==> src/sv/ptds_pkg.sv <==
// Package with shared types, constants and the arctangent table of the step planner.
`timescale 1ns / 1ps
`default_nettype none
package ptds_pkg;

  localparam int STEP_W  = 22;
  localparam int NUM_W   = 64;
  localparam int DEN_W   = 45;
  localparam int IDX_W   = 5;
  localparam int XW      = 36;
  localparam int ZW      = 33;
  localparam int CNT_W   = 5;

  localparam logic [31:0] INV_GAIN_Q30 = 32'd652032875;
  localparam logic [31:0] TWO_PI_Q28   = 32'd1686629713;
  localparam logic [31:0] TURN_DEN_K   = 32'd4500;
  localparam logic [ZW-1:0] HALF_TURN  = 33'd1179648000;

  localparam logic [0:0] REG_BASE   = 1'b0;
  localparam logic [0:0] REG_RADIUS = 1'b1;

  typedef enum logic [3:0] {
    ST_IDLE, ST_CGO, ST_CWAIT, ST_M0, ST_M1, ST_M2, ST_M3, ST_M4, ST_M5,
    ST_M6, ST_M7, ST_DTGO, ST_DTWAIT, ST_DDGO, ST_DDWAIT, ST_FIN
  } state_t;

  function automatic logic [31:0] atan_q16(input logic [IDX_W-1:0] i);
    logic [31:0] v;
    case (i)
      5'd0:  v = 32'd294912000;
      5'd1:  v = 32'd174096719;
      5'd2:  v = 32'd91987925;
      5'd3:  v = 32'd46694507;
      5'd4:  v = 32'd23437865;
      5'd5:  v = 32'd11730358;
      5'd6:  v = 32'd5866610;
      5'd7:  v = 32'd2933484;
      5'd8:  v = 32'd1466764;
      5'd9:  v = 32'd733385;
      5'd10: v = 32'd366693;
      5'd11: v = 32'd183346;
      5'd12: v = 32'd91673;
      5'd13: v = 32'd45837;
      5'd14: v = 32'd22918;
      5'd15: v = 32'd11459;
      5'd16: v = 32'd5730;
      5'd17: v = 32'd2865;
      5'd18: v = 32'd1432;
      5'd19: v = 32'd716;
      5'd20: v = 32'd358;
      5'd21: v = 32'd179;
      5'd22: v = 32'd90;
      5'd23: v = 32'd45;
      default: v = 32'd0;
    endcase
    return v;
  endfunction

endpackage
`default_nettype wire

==> src/sv/pose_to_turn_and_drive_steps_core.sv <==
// Top level of the turn-then-drive step planner with its sequencer.
// Input words carry a target point (mode 0) or a pose to load (mode 1); each
// input word yields exactly one output word with the turn direction, the turn
// and drive microstep counts and a saturation flag. Configuration writes set
// the wheel base and the wheel radius and must only be made while no word is in flight.
// A move word passes through the CORDIC pass, seven products and two divisions
// before its result reaches the output register: the CORDIC unit runs one
// rotation per cycle, seven products go through the shared multiplier one per
// cycle, and the two divisions share one divider that yields its 23 quotient
// bits. When the target equals the pose the CORDIC pass is skipped.
// A load word goes from idle straight to the finish state, which fills the output
// register once it is free, and the sequencer then returns to idle for the next
// word. in_tready is high only while the sequencer is idle.
// The result sits in an output register; a new word is accepted while it waits,
// and the next result is held internally until out_tready takes the old one.
// Reset clears the pose to zero, restores the default configuration and
// empties the output register.
`timescale 1ns / 1ps
`default_nettype none
module pose_to_turn_and_drive_steps_core #(
  parameter int STEPS_PER_REV     = 3200,
  parameter int CORDIC_ITERATIONS = 16
) (
  input  wire logic        clk,
  input  wire logic        rst_n,
  input  wire logic        in_tvalid,
  output logic             in_tready,
  // target_x [14:0], target_y [29:15], load_heading [45:30]
  input  wire logic [47:0] in_tdata,
  // mode [0]
  input  wire logic [0:0]  in_tuser,
  output logic             out_tvalid,
  input  wire logic        out_tready,
  // turn_steps [21:0], drive_steps [43:22]
  output logic [47:0]      out_tdata,
  // turn_clockwise [0], saturated [1]
  output logic [1:0]       out_tuser,
  input  wire logic        cfg_we,
  input  wire logic [0:0]  cfg_index,
  input  wire logic [13:0] cfg_data
);

  localparam int SW = ptds_pkg::STEP_W;

  ptds_pkg::state_t state_r, state_nxt;

  logic signed [14:0] pose_x_r, pose_x_nxt, pose_y_r, pose_y_nxt;
  logic signed [14:0] tgt_x_r, tgt_x_nxt, tgt_y_r, tgt_y_nxt;
  logic signed [15:0] pose_h_r, pose_h_nxt, dx_r, dx_nxt, dy_r, dy_nxt;
  logic [11:0]        base_r;
  logic [13:0]        rad_r;
  logic signed [ptds_pkg::XW-1:0] xfin_r, xfin_nxt, c_x;
  logic signed [ptds_pkg::ZW-1:0] c_z, zr;
  logic signed [16:0] bear_r, bear_nxt;
  logic signed [17:0] turn;
  logic [17:0]        mag_r, mag_nxt;
  logic               cw_r, cw_nxt;
  logic [63:0]        p0_r, p0_nxt, mul_p, dsum;
  logic [31:0]        dist_r, dist_nxt, mul_a, mul_b;
  logic [26:0]        sb_r, sb_nxt, tden_r, tden_nxt;
  logic [44:0]        dden_r, dden_nxt, tnum_r, tnum_nxt;
  logic [62:0]        dnum_r, dnum_nxt;
  logic [SW-1:0]      ts_r, ts_nxt, ds_r, ds_nxt, div_q;
  logic               tsat_r, tsat_nxt, sat_r, sat_nxt;
  logic [SW-1:0]      o_ts_r, o_ts_nxt, o_ds_r, o_ds_nxt;
  logic               o_cw_r, o_cw_nxt, o_sat_r, o_sat_nxt, o_v_r, o_v_nxt;
  logic               c_start, c_done, d_start, d_done, d_sat, accept, zero_vec;
  logic [ptds_pkg::NUM_W-1:0] d_num;
  logic [ptds_pkg::DEN_W-1:0] d_den;

  assign accept   = in_tvalid && in_tready;
  assign zero_vec = (dx_r == '0) && (dy_r == '0);
  assign zr       = c_z + ptds_pkg::ZW'(32768);
  assign turn     = 18'(bear_r) - 18'(pose_h_r);
  assign dsum     = p0_r + {mul_p[31:0], 32'b0};

  ptds_mul u_mul (.clk(clk), .a(mul_a), .b(mul_b), .p(mul_p));

  ptds_cordic #(.ITERS(CORDIC_ITERATIONS)) u_cordic (
    .clk(clk), .rst_n(rst_n), .start(c_start), .dx(dx_r), .dy(dy_r),
    .done(c_done), .x_out(c_x), .z_out(c_z)
  );

  ptds_div u_div (
    .clk(clk), .rst_n(rst_n), .start(d_start), .num(d_num), .den(d_den),
    .done(d_done), .q(div_q), .sat(d_sat)
  );

  always_comb begin
    state_nxt = state_r;
    unique case (state_r)
      ptds_pkg::ST_IDLE:   if (accept) state_nxt = in_tuser[0] ? ptds_pkg::ST_FIN
                                                               : ptds_pkg::ST_CGO;
      ptds_pkg::ST_CGO:    state_nxt = zero_vec ? ptds_pkg::ST_M0 : ptds_pkg::ST_CWAIT;
      ptds_pkg::ST_CWAIT:  if (c_done) state_nxt = ptds_pkg::ST_M0;
      ptds_pkg::ST_M0:     state_nxt = ptds_pkg::ST_M1;
      ptds_pkg::ST_M1:     state_nxt = ptds_pkg::ST_M2;
      ptds_pkg::ST_M2:     state_nxt = ptds_pkg::ST_M3;
      ptds_pkg::ST_M3:     state_nxt = ptds_pkg::ST_M4;
      ptds_pkg::ST_M4:     state_nxt = ptds_pkg::ST_M5;
      ptds_pkg::ST_M5:     state_nxt = ptds_pkg::ST_M6;
      ptds_pkg::ST_M6:     state_nxt = ptds_pkg::ST_M7;
      ptds_pkg::ST_M7:     state_nxt = ptds_pkg::ST_DTGO;
      ptds_pkg::ST_DTGO:   state_nxt = ptds_pkg::ST_DTWAIT;
      ptds_pkg::ST_DTWAIT: if (d_done) state_nxt = ptds_pkg::ST_DDGO;
      ptds_pkg::ST_DDGO:   state_nxt = ptds_pkg::ST_DDWAIT;
      ptds_pkg::ST_DDWAIT: if (d_done) state_nxt = ptds_pkg::ST_FIN;
      ptds_pkg::ST_FIN:    if (!o_v_r || out_tready) state_nxt = ptds_pkg::ST_IDLE;
      default:             state_nxt = ptds_pkg::ST_IDLE;
    endcase
  end

  always_comb begin
    in_tready = (state_r == ptds_pkg::ST_IDLE);
    pose_x_nxt = pose_x_r;  pose_y_nxt = pose_y_r;  pose_h_nxt = pose_h_r;
    tgt_x_nxt = tgt_x_r;    tgt_y_nxt = tgt_y_r;
    dx_nxt = dx_r;          dy_nxt = dy_r;
    xfin_nxt = xfin_r;      bear_nxt = bear_r;
    mag_nxt = mag_r;        cw_nxt = cw_r;
    p0_nxt = p0_r;          dist_nxt = dist_r;   sb_nxt = sb_r;
    dden_nxt = dden_r;      dnum_nxt = dnum_r;   tnum_nxt = tnum_r;  tden_nxt = tden_r;
    ts_nxt = ts_r;          ds_nxt = ds_r;       tsat_nxt = tsat_r;  sat_nxt = sat_r;
    o_ts_nxt = o_ts_r;      o_ds_nxt = o_ds_r;   o_cw_nxt = o_cw_r;  o_sat_nxt = o_sat_r;
    o_v_nxt = o_v_r && !out_tready;
    mul_a = '0;             mul_b = '0;
    c_start = 1'b0;         d_start = 1'b0;
    d_num = '0;             d_den = '0;
    unique case (state_r)
      ptds_pkg::ST_IDLE: begin
        if (accept) begin
          tgt_x_nxt = in_tdata[14:0];
          tgt_y_nxt = in_tdata[29:15];
          dx_nxt = 16'(signed'(in_tdata[14:0])) - 16'(pose_x_r);
          dy_nxt = 16'(signed'(in_tdata[29:15])) - 16'(pose_y_r);
          if (in_tuser[0]) begin
            pose_x_nxt = in_tdata[14:0];
            pose_y_nxt = in_tdata[29:15];
            pose_h_nxt = in_tdata[45:30];
            ts_nxt = '0;  ds_nxt = '0;  cw_nxt = 1'b0;  sat_nxt = 1'b0;
          end
        end
      end
      ptds_pkg::ST_CGO: begin
        if (zero_vec) begin
          xfin_nxt = '0;
          bear_nxt = '0;
        end else begin
          c_start = 1'b1;
        end
      end
      ptds_pkg::ST_CWAIT: begin
        if (c_done) begin
          xfin_nxt = c_x[ptds_pkg::XW-1] ? '0 : c_x;
          bear_nxt = zr[32:16];
        end
      end
      ptds_pkg::ST_M0: begin
        cw_nxt  = !turn[17];
        mag_nxt = turn[17] ? 18'(-turn) : 18'(turn);
        mul_a = xfin_r[31:0];
        mul_b = ptds_pkg::INV_GAIN_Q30;
      end
      ptds_pkg::ST_M1: begin
        p0_nxt = mul_p;
        mul_a = 32'(xfin_r[ptds_pkg::XW-1:32]);
        mul_b = ptds_pkg::INV_GAIN_Q30;
      end
      ptds_pkg::ST_M2: begin
        dist_nxt = dsum[61:30];
        mul_a = 32'(STEPS_PER_REV);
        mul_b = 32'(base_r);
      end
      ptds_pkg::ST_M3: begin
        sb_nxt = mul_p[26:0];
        mul_a = ptds_pkg::TWO_PI_Q28;
        mul_b = 32'(rad_r);
      end
      ptds_pkg::ST_M4: begin
        dden_nxt = mul_p[44:0];
        mul_a = 32'(STEPS_PER_REV);
        mul_b = dist_r;
      end
      ptds_pkg::ST_M5: begin
        dnum_nxt = {mul_p[46:0], 16'b0};
        mul_a = 32'(sb_r);
        mul_b = 32'(mag_r);
      end
      ptds_pkg::ST_M6: begin
        tnum_nxt = mul_p[44:0];
        mul_a = ptds_pkg::TURN_DEN_K;
        mul_b = 32'(rad_r);
      end
      ptds_pkg::ST_M7: begin
        tden_nxt = mul_p[26:0];
      end
      ptds_pkg::ST_DTGO: begin
        d_start = 1'b1;
        d_num = 64'(tnum_r);
        d_den = 45'(tden_r);
      end
      ptds_pkg::ST_DTWAIT: begin
        if (d_done) begin
          ts_nxt   = div_q;
          tsat_nxt = d_sat;
        end
      end
      ptds_pkg::ST_DDGO: begin
        d_start = 1'b1;
        d_num = 64'(dnum_r);
        d_den = dden_r;
      end
      ptds_pkg::ST_DDWAIT: begin
        if (d_done) begin
          ds_nxt  = div_q;
          sat_nxt = tsat_r || d_sat;
          pose_x_nxt = tgt_x_r;
          pose_y_nxt = tgt_y_r;
          pose_h_nxt = bear_r[15:0];
        end
      end
      ptds_pkg::ST_FIN: begin
        if (!o_v_r || out_tready) begin
          o_ts_nxt  = ts_r;
          o_ds_nxt  = ds_r;
          o_cw_nxt  = cw_r;
          o_sat_nxt = sat_r;
          o_v_nxt   = 1'b1;
        end
      end
      default: begin
      end
    endcase
  end

  always_ff @(posedge clk) begin
    tgt_x_r <= tgt_x_nxt;  tgt_y_r <= tgt_y_nxt;
    dx_r <= dx_nxt;        dy_r <= dy_nxt;
    xfin_r <= xfin_nxt;    bear_r <= bear_nxt;
    mag_r <= mag_nxt;      cw_r <= cw_nxt;
    p0_r <= p0_nxt;        dist_r <= dist_nxt;   sb_r <= sb_nxt;
    dden_r <= dden_nxt;    dnum_r <= dnum_nxt;   tnum_r <= tnum_nxt;  tden_r <= tden_nxt;
    ts_r <= ts_nxt;        ds_r <= ds_nxt;       tsat_r <= tsat_nxt;  sat_r <= sat_nxt;
    o_ts_r <= o_ts_nxt;    o_ds_r <= o_ds_nxt;   o_cw_r <= o_cw_nxt;  o_sat_r <= o_sat_nxt;
    if (!rst_n) begin
      state_r  <= ptds_pkg::ST_IDLE;
      pose_x_r <= '0;
      pose_y_r <= '0;
      pose_h_r <= '0;
      base_r   <= 12'd250;
      rad_r    <= 14'd640;
      o_v_r    <= 1'b0;
    end else begin
      state_r  <= state_nxt;
      pose_x_r <= pose_x_nxt;
      pose_y_r <= pose_y_nxt;
      pose_h_r <= pose_h_nxt;
      o_v_r    <= o_v_nxt;
      if (cfg_we) begin
        unique case (cfg_index)
          ptds_pkg::REG_BASE:   base_r <= cfg_data[11:0];
          ptds_pkg::REG_RADIUS: rad_r  <= cfg_data;
          default: begin
          end
        endcase
      end
    end
  end

  assign out_tvalid = o_v_r;
  assign out_tdata  = {4'b0, o_ds_r, o_ts_r};
  assign out_tuser  = {o_sat_r, o_cw_r};

endmodule
`default_nettype wire

==> src/sv/ptds_mul.sv <==
// Shared 32 by 32 unsigned multiplier with a registered product.
`timescale 1ns / 1ps
`default_nettype none
module ptds_mul (
  input  wire logic        clk,
  input  wire logic [31:0] a,
  input  wire logic [31:0] b,
  output logic      [63:0] p
);

  logic [63:0] p_r;

  always_ff @(posedge clk) begin
    p_r <= 64'(a) * 64'(b);
  end

  assign p = p_r;

endmodule
`default_nettype wire

==> src/sv/ptds_cordic.sv <==
// Iterative CORDIC vectoring unit, one rotation per cycle through a shared shifter.
`timescale 1ns / 1ps
`default_nettype none
module ptds_cordic #(
  parameter int ITERS = 16
) (
  input  wire logic                         clk,
  input  wire logic                         rst_n,
  input  wire logic                         start,
  input  wire logic signed [15:0]           dx,
  input  wire logic signed [15:0]           dy,
  output logic                              done,
  output logic signed [ptds_pkg::XW-1:0]    x_out,
  output logic signed [ptds_pkg::ZW-1:0]    z_out
);

  logic signed [ptds_pkg::XW-1:0] x_r, x_nxt, y_r, y_nxt, xs, ys, x0, y0;
  logic signed [ptds_pkg::ZW-1:0] z_r, z_nxt, z0, at;
  logic [ptds_pkg::IDX_W-1:0]     i_r, i_nxt;
  logic                           busy_r, busy_nxt, done_r, done_nxt;
  logic signed [16:0]             dxn, dyn;

  always_comb begin
    dxn = dx[15] ? -17'(dx) : 17'(dx);
    dyn = dx[15] ? -17'(dy) : 17'(dy);
    x0  = {{3{dxn[16]}}, dxn, 16'b0};
    y0  = {{3{dyn[16]}}, dyn, 16'b0};
    if (!dx[15]) begin
      z0 = '0;
    end else if (!dy[15]) begin
      z0 = ptds_pkg::HALF_TURN;
    end else begin
      z0 = -ptds_pkg::HALF_TURN;
    end
    xs = x_r >>> i_r;
    ys = y_r >>> i_r;
    at = $signed({1'b0, ptds_pkg::atan_q16(i_r)});
  end

  always_comb begin
    x_nxt    = x_r;
    y_nxt    = y_r;
    z_nxt    = z_r;
    i_nxt    = i_r;
    busy_nxt = busy_r;
    done_nxt = 1'b0;
    if (start) begin
      x_nxt    = x0;
      y_nxt    = y0;
      z_nxt    = z0;
      i_nxt    = '0;
      busy_nxt = 1'b1;
    end else if (busy_r) begin
      if (!y_r[ptds_pkg::XW-1]) begin
        x_nxt = x_r + ys;
        y_nxt = y_r - xs;
        z_nxt = z_r + at;
      end else begin
        x_nxt = x_r - ys;
        y_nxt = y_r + xs;
        z_nxt = z_r - at;
      end
      if (i_r == ptds_pkg::IDX_W'(ITERS - 1)) begin
        busy_nxt = 1'b0;
        done_nxt = 1'b1;
      end else begin
        i_nxt = i_r + 1'b1;
      end
    end
  end

  always_ff @(posedge clk) begin
    x_r <= x_nxt;
    y_r <= y_nxt;
    z_r <= z_nxt;
    i_r <= i_nxt;
    if (!rst_n) begin
      busy_r <= 1'b0;
      done_r <= 1'b0;
    end else begin
      busy_r <= busy_nxt;
      done_r <= done_nxt;
    end
  end

  assign done  = done_r;
  assign x_out = x_r;
  assign z_out = z_r;

endmodule
`default_nettype wire

==> src/sv/ptds_div.sv <==
// Restoring divider, one quotient bit per cycle, with saturation at the step maximum.
`timescale 1ns / 1ps
`default_nettype none
module ptds_div (
  input  wire logic                          clk,
  input  wire logic                          rst_n,
  input  wire logic                          start,
  input  wire logic [ptds_pkg::NUM_W-1:0]    num,
  input  wire logic [ptds_pkg::DEN_W-1:0]    den,
  output logic                               done,
  output logic [ptds_pkg::STEP_W-1:0]        q,
  output logic                               sat
);

  localparam int DW = ptds_pkg::DEN_W + ptds_pkg::STEP_W;

  logic [ptds_pkg::NUM_W-1:0]  rem_r, rem_nxt;
  logic [DW-1:0]               dsh_r, dsh_nxt;
  logic [ptds_pkg::STEP_W:0]   q_r, q_nxt;
  logic [ptds_pkg::CNT_W-1:0]  cnt_r, cnt_nxt;
  logic                        busy_r, busy_nxt, done_r, done_nxt, ge;

  always_comb begin
    rem_nxt  = rem_r;
    dsh_nxt  = dsh_r;
    q_nxt    = q_r;
    cnt_nxt  = cnt_r;
    busy_nxt = busy_r;
    done_nxt = 1'b0;
    ge       = DW'(rem_r) >= dsh_r;
    if (start) begin
      rem_nxt  = num;
      dsh_nxt  = {den, ptds_pkg::STEP_W'(0)};
      q_nxt    = '0;
      cnt_nxt  = ptds_pkg::CNT_W'(ptds_pkg::STEP_W);
      busy_nxt = 1'b1;
    end else if (busy_r) begin
      if (ge) begin
        rem_nxt = rem_r - dsh_r[ptds_pkg::NUM_W-1:0];
      end
      q_nxt   = {q_r[ptds_pkg::STEP_W-1:0], ge};
      dsh_nxt = dsh_r >> 1;
      if (cnt_r == '0) begin
        busy_nxt = 1'b0;
        done_nxt = 1'b1;
      end else begin
        cnt_nxt = cnt_r - 1'b1;
      end
    end
  end

  always_ff @(posedge clk) begin
    rem_r <= rem_nxt;
    dsh_r <= dsh_nxt;
    q_r   <= q_nxt;
    cnt_r <= cnt_nxt;
    if (!rst_n) begin
      busy_r <= 1'b0;
      done_r <= 1'b0;
    end else begin
      busy_r <= busy_nxt;
      done_r <= done_nxt;
    end
  end

  assign done = done_r;
  assign sat  = q_r[ptds_pkg::STEP_W];
  assign q    = q_r[ptds_pkg::STEP_W] ? '1 : q_r[ptds_pkg::STEP_W-1:0];

endmodule
`default_nettype wire
==> config.mk <==
export PLATFORM = sky130hd
export DESIGN_NAME = pose_to_turn_and_drive_steps_core
export DESIGN_NICKNAME = d
export VERILOG_FILES = /design/src/sv/ptds_pkg.sv /design/src/sv/pose_to_turn_and_drive_steps_core.sv /design/src/sv/ptds_mul.sv /design/src/sv/ptds_cordic.sv /design/src/sv/ptds_div.sv
export SDC_FILE = /design/constraint.sdc
export NUM_CORES = 2
export LEC_CHECK = 0
export BUFFER_PORTS_ARGS = -buffer_cell sky130_fd_sc_hd__buf_4
export CAP_MARGIN = 20
export CORE_UTILIZATION = 35
export CTS_CLUSTER_SIZE = 25
export DETAILED_ROUTE_END_ITERATION = 16
export MAX_ROUTING_LAYER = met4
export PLACE_DENSITY = 0.6
export SLEW_MARGIN = 20
export SYNTH_ARGS = -nofsm -noshare
export SYNTH_HDL_FRONTEND = slang
export SYNTH_SLANG_ARGS = --single-unit
==> constraint.sdc <==
create_clock -name clk -period 14.5 [get_ports clk]
set_clock_uncertainty 0.05 [all_clocks]
set_input_delay 2.175 -clock clk [delete_from_list [all_inputs] [get_ports clk]]
set_output_delay 2.175 -clock clk [all_outputs]
set_load 0.03 [all_outputs]
==> results by group <==
Hold path
  • Hold WC Path Type: flip-flop to flip-flop
  • Min-delay src: u_mul.p[50]
  • Hold Path Sink: p0_r[50]
  • Worst hold path depth: 0

Synthesis
  • Async S/R FF share, synth: 0%
  • Register area share after synthesis: 29.8%
  • #FFs+latches synth: 921
  • YS warnings: 0
  • Post-synthesis cell count: 8542
  • Post-Syn Area: 84200 µm²
  • Syn Area/Cell: 9.86 µm²
  • Synth Flop Type: edfxtp_1
  • Post-synth EDFFs: 662
  • Cell variety after synth: 92

Critical path
  • WS Path Type: flip-flop to flip-flop
  • Critical path startpoint category: flip-flop
  • Maximum fanout along the worst path: 133
  • CP peak stage delay: 0.81 ns
  • Reg2Reg Depth: 30
  • WP buf/inv: 7
  • Data arrival, critical path: 11.93 ns
  • Critical Path RT: 15.03 ns
  • Setup crit end kind: flip-flop
  • Crit Reg-Reg Endpoint: u_mul.p[45]
  • Worst R2R Start: state_r[0]
  • Top cell by count, worst path: fa_1
  • Critical path's top delay family: adder cells
  • Critical path's slowest cell: dfxtp_1
  • Worst reg-to-reg setup slack: 3.10 ns

Clock network
  • Htree depth: 3
  • Clock transition at the registers of the reported paths: 0.06 ns
  • CTS Hold Bufs: 0
  • CTS root buffer: clkbuf_16
  • Post-CTS Repair Setup Buffers: 0
  • Worst skew pair latency: 0.76 ns
  • CTS resizes: 0
  • CTS tree: done
  • Num Clock Sinks: 921
  • Total CTS buffers: 101
  • Clock Path Buffers: 3

Floorplan
  • Die height: 493 µm
  • Ports: 121
  • Area of the core: 239000 µm²
  • Row cnt: 179
  • Starting Density: 35.3%
  • Die Width: 493 µm
  • Overall die area: 243000 µm²

Global routing
  • Vias in the first global route: 63900
  • GRT overflow: 0
  • Tot GR Track Use: 22.1%
  • Wire length of the first global-routing pass: 397000 µm
  • Antenna violations before repair: 17
  • Largest net degree at the start of global routing: 134

Job
  • Max-Cap Viols: 0

Placement
  • Port Buf Inserts: 114
  • Final GP Congestion: 0.946
  • Final HPWL DP: 201000 µm

Route
  • Final wirelength: 261000 µm
  • Drt via density: 5.32
  • Routed via count: 63600
  • Routed WL per cell: 21.9 µm
  • DRC viols: 0
  • Initial DRC count: 5557
  • Antenna-violating nets left: 0
  • First drt pass iteration count: 6

Layout
  • Layout Nets: 10200
  • Ratio of cells with drive above 1 in the final layout: 7.04%
  • Layout area overhead: 10.1%

STA
  • Final setup viols: 0
  • RSZ-0062 raised after global routing: no
  • Final Hold Fails: 0
  • Slew Limit Fails: 0
  • Worst rel slew slack: 21.7%
  • Crit share post-route: 78.6%
  • TNS Setup: 0 ns
  • Least-Margin Pin Slew: 1.17 ns
  • FMAX: 0.0877 GHz
  • Period minus WS final: 11.40 ns

Status
  • Outcome: completed
## metal layers
layer | global-route usage [%] | wire length (µm) | vias to the layer above
met4 | 7.83 | 10100 | 0
li1 | - | - | 28900
met3 | 3.11 | 18300 | 405
met5 | - | 0 | -
met1 | 28.9 | 111000 | 32000
met2 | 34.8 | 122000 | 2245
## per-stage QoR
| step | area (µm²) | setup slack (ns) | instances | utilization [%] | hold WS [ns] |
|---|---|---|---|---|---|
| after floorplan | 85000 | 3.49 | 8742 | - | 0.336 |
| final | 92700 | 3.10 | 11900 | 38.9 | 0.358 |
| after detailed placement | 89100 | 3.42 | 11700 | 37.4 | 0.347 |
| after global routing | 92700 | 2.68 | 11900 | 38.9 | 0.365 |
| after CTS | 92700 | 3.34 | 11900 | 38.9 | 0.360 |
| after global placement | 89100 | 3.58 | 11700 | 37.4 | 0.345 |
## worst reg2reg max path, delay by kind of cell, from the launching register on
family	cells	cell delay, ns
XOR/XNOR	1	0.29
flip-flops	1	0.81
AND/OR/NAND/NOR	6	1.65
buffers and inverters	7	1.66
AO/OA/AOI/OAI	7	2.42
adder cells (fa/ha/maj)	9	4.37
## registers in the layout (all words and copies together) (netlist names), 29 cells and up
register        flops
xfin_r             35
dden_r             45
p0_r               32
u_cordic.at        29
u_cordic.x_out     36
dnum_r             47
u_cordic.z_out     33
u_div.dsh_r        67
dist_r             32
u_mul.p            62
u_div.rem_r        64
u_cordic.y_r       36
tnum_r             45
## synth_stat cells, drive strengths merged (30+ instances only)
library cell	count	area (µm²)
mux2	53	597
o31ai	34	255
xnor2	242	2120
mux2i	114	1140
nand3	95	475
a211oi	61	458
o21bai	42	315
edfxtp	662	19900
mux4	105	2450
buf	95	614
inv	1222	4590
dfxtp	259	5180
a21oi	367	1840
o21ai	286	1430
ha	509	6370
o22ai	45	282
a22oi	58	435
a311oi	54	473
a31oi	51	319
nor2b	41	257
nand2	905	3400
and2	118	738
nor3	80	400
fa	903	18100
clkbuf	300	1130
nor2	847	3180
xor2	166	1450
nand4	66	413
o21a	45	338
nand2b	69	432
and3	49	307
a21o	186	1400
o211ai	30	225
## worst max path at each step
stage	from	to	cells after the start
after floorplan	state_r[2]	u_mul.p[56]	33
after global placement	state_r[1]	u_mul.p[45]	31
after detailed placement	state_r[1]	u_mul.p[45]	31
after CTS	state_r[1]	u_mul.p[45]	31
after global routing	state_r[0]	u_mul.p[45]	30
final	state_r[0]	u_mul.p[45]	30
## cells by family (layout without fill, tap and decap cells)
logic type               count (synthesis)  count (layout)  share of synthesized area [%]
flip-flops                             921             921                           29.8
buffers and inverters                 1619            1643                           7.52
multiplexers                           272             272                           4.98
other                                    2             213                        0.00892
adder cells (fa/ha/maj)               1412            1412                           29.0
XOR/XNOR                               408             408                           4.24
AND/OR/NAND/NOR                       2406            2406                           12.6
AO/OA/AOI/OAI                         1502            1502                           11.8
## area by class of cell
cell class | instances | area [µm²]
fill | 23500 | 146000
multi-input combinational | 6202 | 53800
sequential | 921 | 25100
inverter | 1224 | 4590
tap | 3167 | 3960
clock buffer | 126 | 2810
timing repair buffer | 227 | 1740
clock inverter | 66 | 767
antenna | 11 | 27.5
## layout by cell type, fill, tap and decap left out, types with 28 or more instances in the layout
cell type     n
o211ai_1     30
a31oi_1      51
conb_1      202
buf_4       224
nor2_1      837
a21oi_1     363
or3_1        28
mux2_2       53
nand2b_1     68
a311oi_1     54
nor3_1       78
xnor2_1     242
and2_1      117
o21ai_0     278
o21a_1       45
o31ai_1      34
clkbuf_16   108
nand4_1      66
mux2i_1     114
xor2_1      166
inv_1      1218
nand2_1     904
mux4_2       81
a21o_1      186
a222oi_1     29
o22ai_1      45
o21bai_1     42
edfxtp_1    662
a22oi_1      58
ha_1        509
nand3_1      92
and3_1       48
a211oi_1     60
nor2b_1      40
dfxtp_1     251
fa_1        903
Power is left out: the tool's default activity adds up to more than one toggle a clock period on the data nets, which glitch-free logic cannot reach.
